--- src/rtl/core/abts_pkg.sv ---
// ----------------------------------------------------------------------------
// abts_pkg: shared definitions for the array binary tree store
// Holds the store geometry, operation and status codes, the request and
// result payload types, the controller/datapath interface structs and the
// value width conversion helpers.
// ----------------------------------------------------------------------------
`default_nettype none

package abts_pkg;

  // Store geometry.
  localparam int SLOTS      = 63;
  localparam int VALUE_BITS = 16;
  localparam int ADDR_W     = (SLOTS > 1) ? $clog2(SLOTS) : 1;
  localparam int CNT_W      = $clog2(SLOTS + 1);
  localparam int WIDE_W     = ADDR_W + 2;

  // Operation codes.
  localparam logic [1:0] OP_INSERT   = 2'd0;
  localparam logic [1:0] OP_TRAVERSE = 2'd1;
  localparam logic [1:0] OP_DELETE   = 2'd2;
  localparam logic [1:0] OP_UNUSED   = 2'd3;

  // Result status codes.
  localparam logic [2:0] ST_INSERTED  = 3'd0;
  localparam logic [2:0] ST_OCCUPIED  = 3'd1;
  localparam logic [2:0] ST_OUT_RANGE = 3'd2;
  localparam logic [2:0] ST_DELETED   = 3'd3;
  localparam logic [2:0] ST_NOT_FOUND = 3'd4;
  localparam logic [2:0] ST_TRAV_VAL  = 3'd5;
  localparam logic [2:0] ST_EMPTY     = 3'd6;

  typedef struct packed {
    logic [1:0]         opcode;
    logic signed [15:0] value;
    logic [7:0]         slot;
  } req_t;

  typedef struct packed {
    logic [2:0]         status;
    logic signed [15:0] value_res;
    logic [7:0]         slot_index;
    logic               last;
  } res_t;

  // Commands from the controller to the datapath.
  typedef struct packed {
    logic load;
    logic ins_exec;
    logic trv_empty;
    logic cur_left;
    logic cur_right;
    logic cur_parent;
    logic pend_emit;
    logic pend_last;
    logic pend_load;
    logic scan;
    logic del_hit;
    logic del_miss;
  } cmd_t;

  // Status from the datapath to the controller.
  typedef struct packed {
    logic root_occ;
    logic left_ok;
    logic right_ok;
    logic cur_root;
    logic cur_odd;
    logic has_pend;
    logic val_zero;
    logic scan_hit;
    logic scan_end;
  } stat_t;

  // Narrow or widen a 16-bit request value to the stored width.
  function automatic logic [VALUE_BITS-1:0] to_store(input logic signed [15:0] v);
    logic signed [31:0] w;
    w = 32'(v);
    return w[VALUE_BITS-1:0];
  endfunction

  // Sign-extend a stored value and cut it to the 16-bit result field.
  function automatic logic signed [15:0] to_out(input logic [VALUE_BITS-1:0] s);
    logic signed [31:0] w;
    w = 32'(signed'(s));
    return w[15:0];
  endfunction

endpackage

`default_nettype wire

--- src/rtl/core/array_binary_tree_store.sv ---
// Insert registers the request and gives its result from the insert state;
// delete scans the memory with one read per cycle until a match or the last
// slot. Traverse is paced by the single memory read port and the cursor
// walk. One request is in flight at a time, and the next is taken at the
// earliest at the edge that ends the previous request's final result.
// Reset clears the occupancy bits and the sequencer; results cannot be
// stalled and show for one cycle.
// ----------------------------------------------------------------------------
// array_binary_tree_store: implicit binary tree held in a slot array
// Slot i has children at 2i+1 and 2i+2 and a zero marks an empty slot. The
// block inserts into a chosen slot, deletes the first matching value and
// walks the tree in order, skipping subtrees whose root is empty.
// ----------------------------------------------------------------------------
`default_nettype none

module array_binary_tree_store (
  input  wire logic           clk,
  input  wire logic           rst,
  input  wire logic           start,
  output logic                busy,
  input  wire abts_pkg::req_t req,
  output logic                res_valid,
  output abts_pkg::res_t      res
);

  // The controller only sequences; all storage lives in the datapath. A
  // request is taken when start is high while busy is low, and busy stays
  // high until the last result of that request has been loaded into the
  // output register.
  abts_pkg::cmd_t  cmd;
  abts_pkg::stat_t stat;

  // The in-order walk keeps a one-deep pending result so that the last
  // flag can be set once the walk knows no successor exists. Emptiness is
  // tracked in per-slot occupancy flip-flops, so the memory itself never
  // needs a clearing pass after reset.
  abts_ctrl u_ctrl (
    .clk    (clk),
    .rst    (rst),
    .start  (start),
    .opcode (req.opcode),
    .stat   (stat),
    .cmd    (cmd),
    .busy   (busy)
  );

  abts_datapath u_datapath (
    .clk       (clk),
    .rst       (rst),
    .req       (req),
    .cmd       (cmd),
    .stat      (stat),
    .res_valid (res_valid),
    .res       (res)
  );

`ifndef SYNTHESIS
  // The final result of a request coincides with the sequencer going idle.
  a_last_idle: assert property (@(posedge clk) disable iff (rst)
    res_valid && res.last |-> !busy)
    else $error("final result seen while still busy");

  // Intermediate traversal results only occur while the walk continues.
  a_mid_busy: assert property (@(posedge clk) disable iff (rst)
    res_valid && !res.last |-> busy)
    else $error("intermediate result seen while idle");

  // The unused opcode produces no result.
  a_unused_quiet: assert property (@(posedge clk) disable iff (rst)
    start && !busy && (req.opcode == abts_pkg::OP_UNUSED) |=> !res_valid)
    else $error("result produced for unused opcode");
`endif

endmodule

`default_nettype wire

--- src/rtl/core/abts_datapath.sv ---
// ----------------------------------------------------------------------------
// abts_datapath: storage and result datapath of the tree store
// Holds the value memory, the occupancy bits, the traversal cursor, the
// delete scan pointer, the pending traversal result and the result register.
// ----------------------------------------------------------------------------
`default_nettype none

module abts_datapath (
  input  wire logic           clk,
  input  wire logic           rst,
  input  wire abts_pkg::req_t req,
  input  wire abts_pkg::cmd_t cmd,
  output abts_pkg::stat_t     stat,
  output logic                res_valid,
  output abts_pkg::res_t      res
);

  logic [abts_pkg::VALUE_BITS-1:0] mem [abts_pkg::SLOTS];
  logic [abts_pkg::SLOTS-1:0]      occ;

  logic [abts_pkg::VALUE_BITS-1:0] req_val;
  logic [7:0]                      req_slot;
  logic [abts_pkg::ADDR_W-1:0]     cur;
  logic [abts_pkg::CNT_W-1:0]      sidx;
  logic                            cmp_vld;
  logic [abts_pkg::ADDR_W-1:0]     rd_idx;
  logic [abts_pkg::VALUE_BITS-1:0] rdata;
  logic                            pend_vld;
  logic [abts_pkg::VALUE_BITS-1:0] pend_val;
  logic [abts_pkg::ADDR_W-1:0]     pend_slot;

  logic [abts_pkg::WIDE_W-1:0] left_w;
  logic [abts_pkg::WIDE_W-1:0] right_w;
  logic [abts_pkg::ADDR_W-1:0] parent;
  logic [abts_pkg::ADDR_W-1:0] rd_addr;
  logic [abts_pkg::ADDR_W-1:0] slot_idx;
  logic                        slot_ok;
  logic                        ins_ok;
  logic                        emit;
  abts_pkg::res_t              res_next;

  assign left_w   = abts_pkg::WIDE_W'({cur, 1'b1});
  assign right_w  = abts_pkg::WIDE_W'({cur, 1'b0}) + abts_pkg::WIDE_W'(2);
  assign parent   = abts_pkg::ADDR_W'((cur - abts_pkg::ADDR_W'(1)) >> 1);
  assign rd_addr  = cmd.scan ? sidx[abts_pkg::ADDR_W-1:0] : cur;
  assign slot_ok  = req_slot < 8'(abts_pkg::SLOTS);
  assign slot_idx = req_slot[abts_pkg::ADDR_W-1:0];
  assign ins_ok   = slot_ok && !occ[slot_idx];

  assign stat.root_occ = occ[0];
  assign stat.left_ok  = (left_w < abts_pkg::WIDE_W'(abts_pkg::SLOTS)) &&
                         occ[left_w[abts_pkg::ADDR_W-1:0]];
  assign stat.right_ok = (right_w < abts_pkg::WIDE_W'(abts_pkg::SLOTS)) &&
                         occ[right_w[abts_pkg::ADDR_W-1:0]];
  assign stat.cur_root = (cur == '0);
  assign stat.cur_odd  = cur[0];
  assign stat.has_pend = pend_vld;
  assign stat.val_zero = (req_val == '0);
  assign stat.scan_hit = cmp_vld && occ[rd_idx] && (rdata == req_val);
  assign stat.scan_end = cmp_vld && (rd_idx == abts_pkg::ADDR_W'(abts_pkg::SLOTS - 1));

  // Value memory: one write and one registered read per cycle.
  always_ff @(posedge clk) begin
    if (cmd.ins_exec && ins_ok) begin
      mem[slot_idx] <= req_val;
    end
    rdata  <= mem[rd_addr];
    rd_idx <= rd_addr;
  end

  always_comb begin
    res_next.status     = abts_pkg::ST_NOT_FOUND;
    res_next.value_res  = abts_pkg::to_out(req_val);
    res_next.slot_index = '0;
    res_next.last       = 1'b1;
    if (cmd.ins_exec) begin
      res_next.slot_index = req_slot;
      if (!slot_ok) begin
        res_next.status = abts_pkg::ST_OUT_RANGE;
      end else if (occ[slot_idx]) begin
        res_next.status = abts_pkg::ST_OCCUPIED;
      end else begin
        res_next.status = abts_pkg::ST_INSERTED;
      end
    end else if (cmd.trv_empty) begin
      res_next.status    = abts_pkg::ST_EMPTY;
      res_next.value_res = '0;
    end else if (cmd.del_hit) begin
      res_next.status     = abts_pkg::ST_DELETED;
      res_next.slot_index = 8'(rd_idx);
    end else if (cmd.pend_emit) begin
      res_next.status     = abts_pkg::ST_TRAV_VAL;
      res_next.value_res  = abts_pkg::to_out(pend_val);
      res_next.slot_index = 8'(pend_slot);
      res_next.last       = cmd.pend_last;
    end
  end

  assign emit = cmd.ins_exec | cmd.trv_empty | cmd.pend_emit | cmd.del_hit | cmd.del_miss;

  // Control state.
  always_ff @(posedge clk) begin
    if (rst) begin
      occ       <= '0;
      cmp_vld   <= 1'b0;
      pend_vld  <= 1'b0;
      res_valid <= 1'b0;
    end else begin
      res_valid <= emit;
      cmp_vld   <= cmd.scan && (sidx < abts_pkg::CNT_W'(abts_pkg::SLOTS));
      if (cmd.ins_exec && ins_ok && (req_val != '0)) begin
        occ[slot_idx] <= 1'b1;
      end
      if (cmd.del_hit) begin
        occ[rd_idx] <= 1'b0;
      end
      if (cmd.load) begin
        pend_vld <= 1'b0;
      end else if (cmd.pend_load) begin
        pend_vld <= 1'b1;
      end
    end
  end

  // Payload registers.
  always_ff @(posedge clk) begin
    if (cmd.load) begin
      req_val  <= abts_pkg::to_store(req.value);
      req_slot <= req.slot;
      cur      <= '0;
      sidx     <= '0;
    end else begin
      if (cmd.cur_left) begin
        cur <= left_w[abts_pkg::ADDR_W-1:0];
      end else if (cmd.cur_right) begin
        cur <= right_w[abts_pkg::ADDR_W-1:0];
      end else if (cmd.cur_parent) begin
        cur <= parent;
      end
      if (cmd.scan && (sidx < abts_pkg::CNT_W'(abts_pkg::SLOTS))) begin
        sidx <= sidx + abts_pkg::CNT_W'(1);
      end
    end
    if (cmd.pend_load) begin
      pend_val  <= rdata;
      pend_slot <= rd_idx;
    end
    if (emit) begin
      res <= res_next;
    end
  end

endmodule

`default_nettype wire

--- src/rtl/core/abts_ctrl.sv ---
// ----------------------------------------------------------------------------
// abts_ctrl: operation sequencer of the tree store
// Dispatches each request and steps insert, delete scan and in-order walk.
// ----------------------------------------------------------------------------
`default_nettype none

module abts_ctrl (
  input  wire logic            clk,
  input  wire logic            rst,
  input  wire logic            start,
  input  wire logic [1:0]      opcode,
  input  wire abts_pkg::stat_t stat,
  output abts_pkg::cmd_t       cmd,
  output logic                 busy
);

  typedef enum logic [7:0] {
    S_IDLE   = 8'b0000_0001,
    S_INS    = 8'b0000_0010,
    S_TROOT  = 8'b0000_0100,
    S_TDESC  = 8'b0000_1000,
    S_TRD    = 8'b0001_0000,
    S_TFOUND = 8'b0010_0000,
    S_TUP    = 8'b0100_0000,
    S_DEL    = 8'b1000_0000
  } state_t;

  state_t state;
  state_t state_next;

  assign busy = (state != S_IDLE);

  always_comb begin
    state_next = state;
    cmd        = '0;
    case (state)
      S_IDLE: begin
        if (start) begin
          case (opcode)
            abts_pkg::OP_INSERT: begin
              cmd.load   = 1'b1;
              state_next = S_INS;
            end
            abts_pkg::OP_TRAVERSE: begin
              cmd.load   = 1'b1;
              state_next = S_TROOT;
            end
            abts_pkg::OP_DELETE: begin
              cmd.load   = 1'b1;
              state_next = S_DEL;
            end
            default: begin
              state_next = S_IDLE;
            end
          endcase
        end
      end
      S_INS: begin
        cmd.ins_exec = 1'b1;
        state_next   = S_IDLE;
      end
      S_TROOT: begin
        if (!stat.root_occ) begin
          cmd.trv_empty = 1'b1;
          state_next    = S_IDLE;
        end else begin
          state_next = S_TDESC;
        end
      end
      S_TDESC: begin
        if (stat.left_ok) begin
          cmd.cur_left = 1'b1;
        end else begin
          state_next = S_TFOUND;
        end
      end
      S_TRD: begin
        state_next = S_TFOUND;
      end
      S_TFOUND: begin
        cmd.pend_emit = stat.has_pend;
        cmd.pend_load = 1'b1;
        if (stat.right_ok) begin
          cmd.cur_right = 1'b1;
          state_next    = S_TDESC;
        end else begin
          state_next = S_TUP;
        end
      end
      S_TUP: begin
        if (stat.cur_root) begin
          cmd.pend_emit = 1'b1;
          cmd.pend_last = 1'b1;
          state_next    = S_IDLE;
        end else if (stat.cur_odd) begin
          cmd.cur_parent = 1'b1;
          state_next     = S_TRD;
        end else begin
          cmd.cur_parent = 1'b1;
        end
      end
      S_DEL: begin
        if (stat.val_zero || (stat.scan_end && !stat.scan_hit)) begin
          cmd.del_miss = 1'b1;
          state_next   = S_IDLE;
        end else if (stat.scan_hit) begin
          cmd.del_hit = 1'b1;
          state_next  = S_IDLE;
        end else begin
          cmd.scan = 1'b1;
        end
      end
      default: begin
        state_next = S_IDLE;
      end
    endcase
  end

  always_ff @(posedge clk) begin
    if (rst) begin
      state <= S_IDLE;
    end else begin
      state <= state_next;
    end
  end

endmodule

`default_nettype wire

--- config.mk ---
export PLATFORM = sky130hd
export DESIGN_NAME = array_binary_tree_store
export DESIGN_NICKNAME = d
export VERILOG_FILES = /design/src/rtl/core/abts_pkg.sv /design/src/rtl/core/array_binary_tree_store.sv /design/src/rtl/core/abts_datapath.sv /design/src/rtl/core/abts_ctrl.sv
export SDC_FILE = /design/constraint.sdc
export NUM_CORES = 2
export LEC_CHECK = 0
export BUFFER_PORTS_ARGS = -buffer_cell sky130_fd_sc_hd__buf_2
export CORE_UTILIZATION = 50
export CTS_BUF_LIST = sky130_fd_sc_hd__clkbuf_8
export CTS_CLUSTER_SIZE = 40
export DETAILED_ROUTE_END_ITERATION = 16
export PLACE_DENSITY = 0.74
export SKIP_LAST_GASP = 1
export SYNTH_ARGS = -nofsm -noshare
export SYNTH_HDL_FRONTEND = slang
export SYNTH_HIERARCHICAL = 1
export SYNTH_SLANG_ARGS = --single-unit
--- constraint.sdc ---
create_clock -name clk -period 5.6 [get_ports clk]
set_clock_uncertainty 0.05 [all_clocks]
set_input_delay 1.68 -clock clk [delete_from_list [all_inputs] [get_ports clk]]
set_output_delay 1.68 -clock clk [all_outputs]
set_load 0.03 [all_outputs]
---- Word level (Yosys, flattened, before mapping) ----
Memories as Yosys holds them, arrays and structs flattened. A register that Yosys moved wholly into a read port is not among the register bits.
Cells that the tools add are included.
cells by class
  add/sub/neg operators ................... 3
  multipliers ............................. 0
  divide/modulo/power cells ............... 0
  magnitude comparators ................... 10
  equality and inequality tests ........... 17
  shift-type cells ........................ 0
  muxes and demuxes ....................... 64
  bitwise operators ....................... 8
  reduce and logical (&&, ||, !) cells .... 24
operator list
  cell                 count
  $mux 63              3
  $mux 8               8
  $and 63x63->63       1
  $not 63->63          1
  $or 63x63->63        1
  $pmux 8 s7           1
  $mux 16              2
  $lt 6x7->1 const B   4
  $mux 1               27
  $mux 26              1
  $mux 6               4
  $pmux 8 s3           1
  $mux 19              1
  $bmux 1 s6           3
  $eq 16x16->1         1
  $logic_not 16->1     1
  $lt 8x6->1 const B   2
  $reduce_bool 16->1   1
  $demux 1 s6          2
  $ge 6x1->1 const B   2
  $logic_and 1x1->1    12
  $mux 3               4
  $mux 9               1
  $add 7x2->8 const B  1
  other kinds (35)     41
word-level totals
  register bits ........................... 166
  bits in latches ......................... 0
  bits in writable memories ............... 1008
  ROM bits ................................ 0
  input port bits ......................... 29
  output and inout port bits .............. 30
  word-level logic and storage cells ...... 143
  memories kept ........................... 1
memories
  name            words  width  rd ports  clocked after memory_dff  write ports  RTL line             text
  u_datapath.mem  63     16     1         1                         1            abts_datapath.sv:18  logic [abts_pkg::VALUE_BITS-1:0] mem [abts_pkg::SLOTS];

---- Logic depth before layout (Yosys ltp) ----
  word-level depth ........................ 12
  mapped depth ............................ 20
  gate-level depth less buffers ........... 14

---- Modules after synthesis ----
The synthesis kept the hierarchy.
modules (own cells, without submodules)
  module         instances  cells each  area each (um2)  sequential area each (um2)
  abts_datapath  1          3194        48107.4          34493.1
  abts_ctrl      1          68          593.1            160.2

---- Worst setup path before layout ----
Ideal clock, no wire load.
  path type ............................... reg2reg
  from .................................... register u_datapath/rd_idx[1] (netlist name)
  to ...................................... register u_datapath/rdata[14] (netlist name) (read register of u_datapath.mem)
  setup time .............................. 134 ps
  arrival time ............................ 4372 ps
  data required time ...................... 5416 ps
  path slack .............................. 1044 ps
  cell stages (with the launch flop) ...... 17
  buffers on the path ..................... 6
  period minus slack after synthesis ...... 4556 ps
  cell sequence ........................... dfxtp_1 > buf_1 > clkbuf_1 > clkbuf_1 > o22ai_1 > a222oi_1 > a31oi_1 > nor4_4 > buf_4 > mux2i_2 > inv_2 > buf_2 > buf_2 > mux4_2 > a32oi_1 > o211ai_1 > or4_1
RTL lines
  element                   RTL line             text
  start: declaration        abts_datapath.sv:26  logic [abts_pkg::ADDR_W-1:0] rd_idx;
  start signal: assignment  abts_datapath.sv:68  rd_idx <= rd_addr;
  end: declaration          abts_datapath.sv:27  logic [abts_pkg::VALUE_BITS-1:0] rdata;

==> flow_metrics.env <==
export IMPL_clockBufferDepth=3
export IMPL_timing_reg2reg_setup_slack_ns=0.25
export IMPL_ios=59
export IMPL_grt_pass1_wl_um=204000
export IMPL_insertion_delay_ns=0.88
export IMPL_yosys_area_top_type="edfxtp_1"
export IMPL_hold_viol_final=0
export IMPL_cts_tree="built"
export IMPL_ys_types=77
export IMPL_initial_core_util_pct=50.4
export IMPL_crit_arrival_ns=6.07
export IMPL_ys_ff_latch=1190
export IMPL_timing_final_crit_share_pct=95.5
export IMPL_reg2regPathDepth=15
export IMPL_cp_end_kind="flop"
export IMPL_crit_type="flop to flop"
export IMPL_startpoint_type="flop"
export IMPL_root_buffer="clkbuf_8"
export IMPL_syn2layout_area_growth_pct=14.2
export IMPL_synthesis_nets=3295
export IMPL_max_cap_violations=0
export IMPL_relSlewSlack_pct=20.2
export IMPL_worstReg2RegStart="u_datapath/rd_idx[2]"
export IMPL_finalInstanceArea_um2=55600
export IMPL_antenna_left=0
export IMPL_ys_warn_count=6
export IMPL_grt_use_total_pct=28.4
export IMPL_dr_pass1_iters=9
export IMPL_fillers=7282
export IMPL_post_cts_buffers=0
export IMPL_seq_area_um2=34700
export IMPL_vdd_ir_drop_max_mv=0.323
export IMPL_fmax_mhz=187
export IMPL_antenna_found_initial=9
export IMPL_cts_hold_fix_buffers=0
export IMPL_min_path_type="flop to flop"
export IMPL_power_density_nw_per_um2=308
export IMPL_yosysSeqAreaShare_pct=71.2
export IMPL_crit_fanout=33
export IMPL_async_flop_share_pct=0
export IMPL_status="complete, no violations"
export IMPL_period_needed_ns=5.35
export IMPL_htree_levels=4
export IMPL_core_um2=96600
export IMPL_syn_inst=3262
export IMPL_synth_area_per_cell_um2=14.9
export IMPL_cts_inserted_buffers=184
export IMPL_drtIter0Drc=4591
export IMPL_dieArea_um2=98700
export IMPL_place_congestion=0.984
export IMPL_synth_edff_count=1082
export IMPL_synth_area_leaders="edfxtp_1, mux4_2, dfxtp_1"
export IMPL_post_synth_top_count_cell="edfxtp_1"
export IMPL_synthFlopType="edfxtp_1"
export IMPL_wire_per_inst_um=28.4
export IMPL_netlist_area_um2=48700
export IMPL_die_x_um=314
export IMPL_synth_top_area_share_pct=66.7
export IMPL_report_final_slew_viol_count=0
export IMPL_rsz0062_at_grt="false"
export IMPL_ys_top_cells_by_count="edfxtp_1, nand2_1, nand3_1"
export IMPL_multi_input_area_um2=13500
export IMPL_worst_hold_path_endpoint="u_datapath/pend_vld"
export IMPL_vias=31879
export IMPL_crit_required_ns=6.33
export IMPL_rows=114
export IMPL_setup_viol=0
export IMPL_fp_dieH_um=314
export IMPL_grt_max_degree=133
export IMPL_p_leak_uw=0.0181
export IMPL_overflow=0
export IMPL_whs_path_depth=2
export IMPL_r2r_end="u_datapath/rdata[9]"
export IMPL_nNetsFinal=3553
export IMPL_place_area_um2=52200
export IMPL_dp_final_hpwl_um=85900
export IMPL_layout_drive_gt1_share_pct=20.4
export IMPL_io_buffers=58
export IMPL_min_from="u_datapath/pend_vld"
export IMPL_grt_pass1_vias=30482
export IMPL_path_clk_slew_ns=0.06
export IMPL_post_route_util_pct=57.6
export IMPL_drc=0
export IMPL_fin_tns_setup_ns=0
export IMPL_wirelength_um=140000
export IMPL_cts_sink_count=1190
export IMPL_viasPerCell=6.44
export IMPL_tightest_slew_ns=1.19
## power by group
part | internal, uW | switching [uW] | leakage, uW
Clock | 3330 | 3380 | 0.00198
Combinational | 95.7 | 490 | 0.00550
Sequential | 9820 | 44.1 | 0.0106
Total | 13200 | 3920 | 0.0181
## cells in the final DEF (no fill, tap or decap), drive strengths merged, types with 7 or more instances in the layout
cell,Yosys,layout
a2111oi,19,19
a211oi,70,70
a21boi,16,16
a21oi,55,55
a221oi,58,58
a222oi,8,8
a22o,16,16
a22oi,17,17
a31oi,22,22
a41oi,63,63
buf,94,300
clkbuf,134,199
clkinv,1,59
dfxtp,108,108
edfxtp,1082,1082
inv,24,98
mux2,15,15
mux2i,192,192
mux4,98,98
nand2,460,460
nand3,271,271
nand3b,11,11
nor2,111,111
nor2b,7,7
nor3,19,19
nor4,79,79
o2111ai,15,15
o211ai,19,19
o21ai,9,9
o21bai,16,16
o22ai,22,22
o41a,15,15
or4b,15,15
xnor2,21,21
## worst max-delay path, cell delays in order, from the launching register on
cell and delay [ns]:
dfxtp_1 0.40, inv_1 0.29, nor2_1 0.18, a221oi_1 0.31
o22ai_1 0.15, a222oi_1 0.56, a31oi_1 0.24, nor4_4 0.34
mux2i_4 0.41, inv_8 0.18, buf_12 0.28, mux2i_1 0.14
a221oi_1 0.71, nand2_1 0.16, a31oi_1 0.58, or4b_1 0.21
## metal layers
layer | share of wire, % | global-route usage, % | wire (um)
met5 | 0.012 | 0 | 17
met4 | 5.8 | 15.9 | 8150
met3 | 12 | 6.28 | 16100
met2 | 46 | 43.3 | 64100
met1 | 37 | 38.0 | 52000
## cell families (layout without fill, tap and decap cells)
kind of cell	after synthesis	after routing	share of synthesized area, %
compound gates	467	467	7.42
xor+xnor	24	24	0.432
fa+ha+maj	4	4	0.103
buf+inv	253	659	2.22
flops	1190	1190	71.2
mux	305	305	8.86
other cells	0	4	0
simple gates	1019	1019	9.80
## stage by stage
stage               cells  hold WS, ns  total power (uW)  worst slack (ns)
CTS                  4944        0.458             17200            0.0897
detailed placement   4610        0.449             10600            -0.455
global route         4946        0.483             17600            0.0625
floorplan            3262        0.356             10300              1.04
global placement     4610        0.438             10600            -0.397
finish               4948        0.459             17200             0.252
## worst max-delay path by stage
stage                          from              endpoint  depth (start not counted)
2_1_floorplan  u_datapath/rd_idx[1]  u_datapath/rdata[14]                         16
3_3_place_gp   u_datapath/rd_idx[0]   u_datapath/rdata[3]                         15
3_5_place_dp   u_datapath/rd_idx[0]   u_datapath/rdata[3]                         16
4_1_cts        u_datapath/rd_idx[1]   u_datapath/rdata[9]                         16
5_1_grt        u_datapath/rd_idx[1]   u_datapath/rdata[6]                         17
6_report       u_datapath/rd_idx[2]   u_datapath/rdata[9]                         15
## sequential cells by signal, summed over array words and instances, names as in the netlist
name / flops
u_ctrl/state: 8
u_datapath/pend_slot: 6
u_datapath/res: 28
u_datapath/cmp_vld: 1
u_datapath/rdata: 16
u_datapath/cur: 6
u_datapath/sidx: 6
u_datapath/pend_vld: 1
u_datapath/req_val: 16
u_datapath/pend_val: 16
u_datapath/req_slot: 8
u_datapath/mem: 1008
u_datapath/res_valid: 1
u_datapath/rd_idx: 6
u_datapath/occ: 63
## repair_timing
item | 4_1_cts | 5_1_grt
endpoints found under the setup margin | 8 | 4
resized for setup | 12 | 3
pin swaps | 2 | 2
cloned | 0 | 0
## area by class of cell
cell class,count,share of cell area [%]
multi-input combinational,1819,24.3
sequential,1190,62.3
clock buffer,199,4.92
antenna,4,0.0180
timing repair buffer,300,4.27
inverter,25,0.196
clock inverter,135,1.14
tap,1276,2.87
Power figures use the tool's default switching activity.
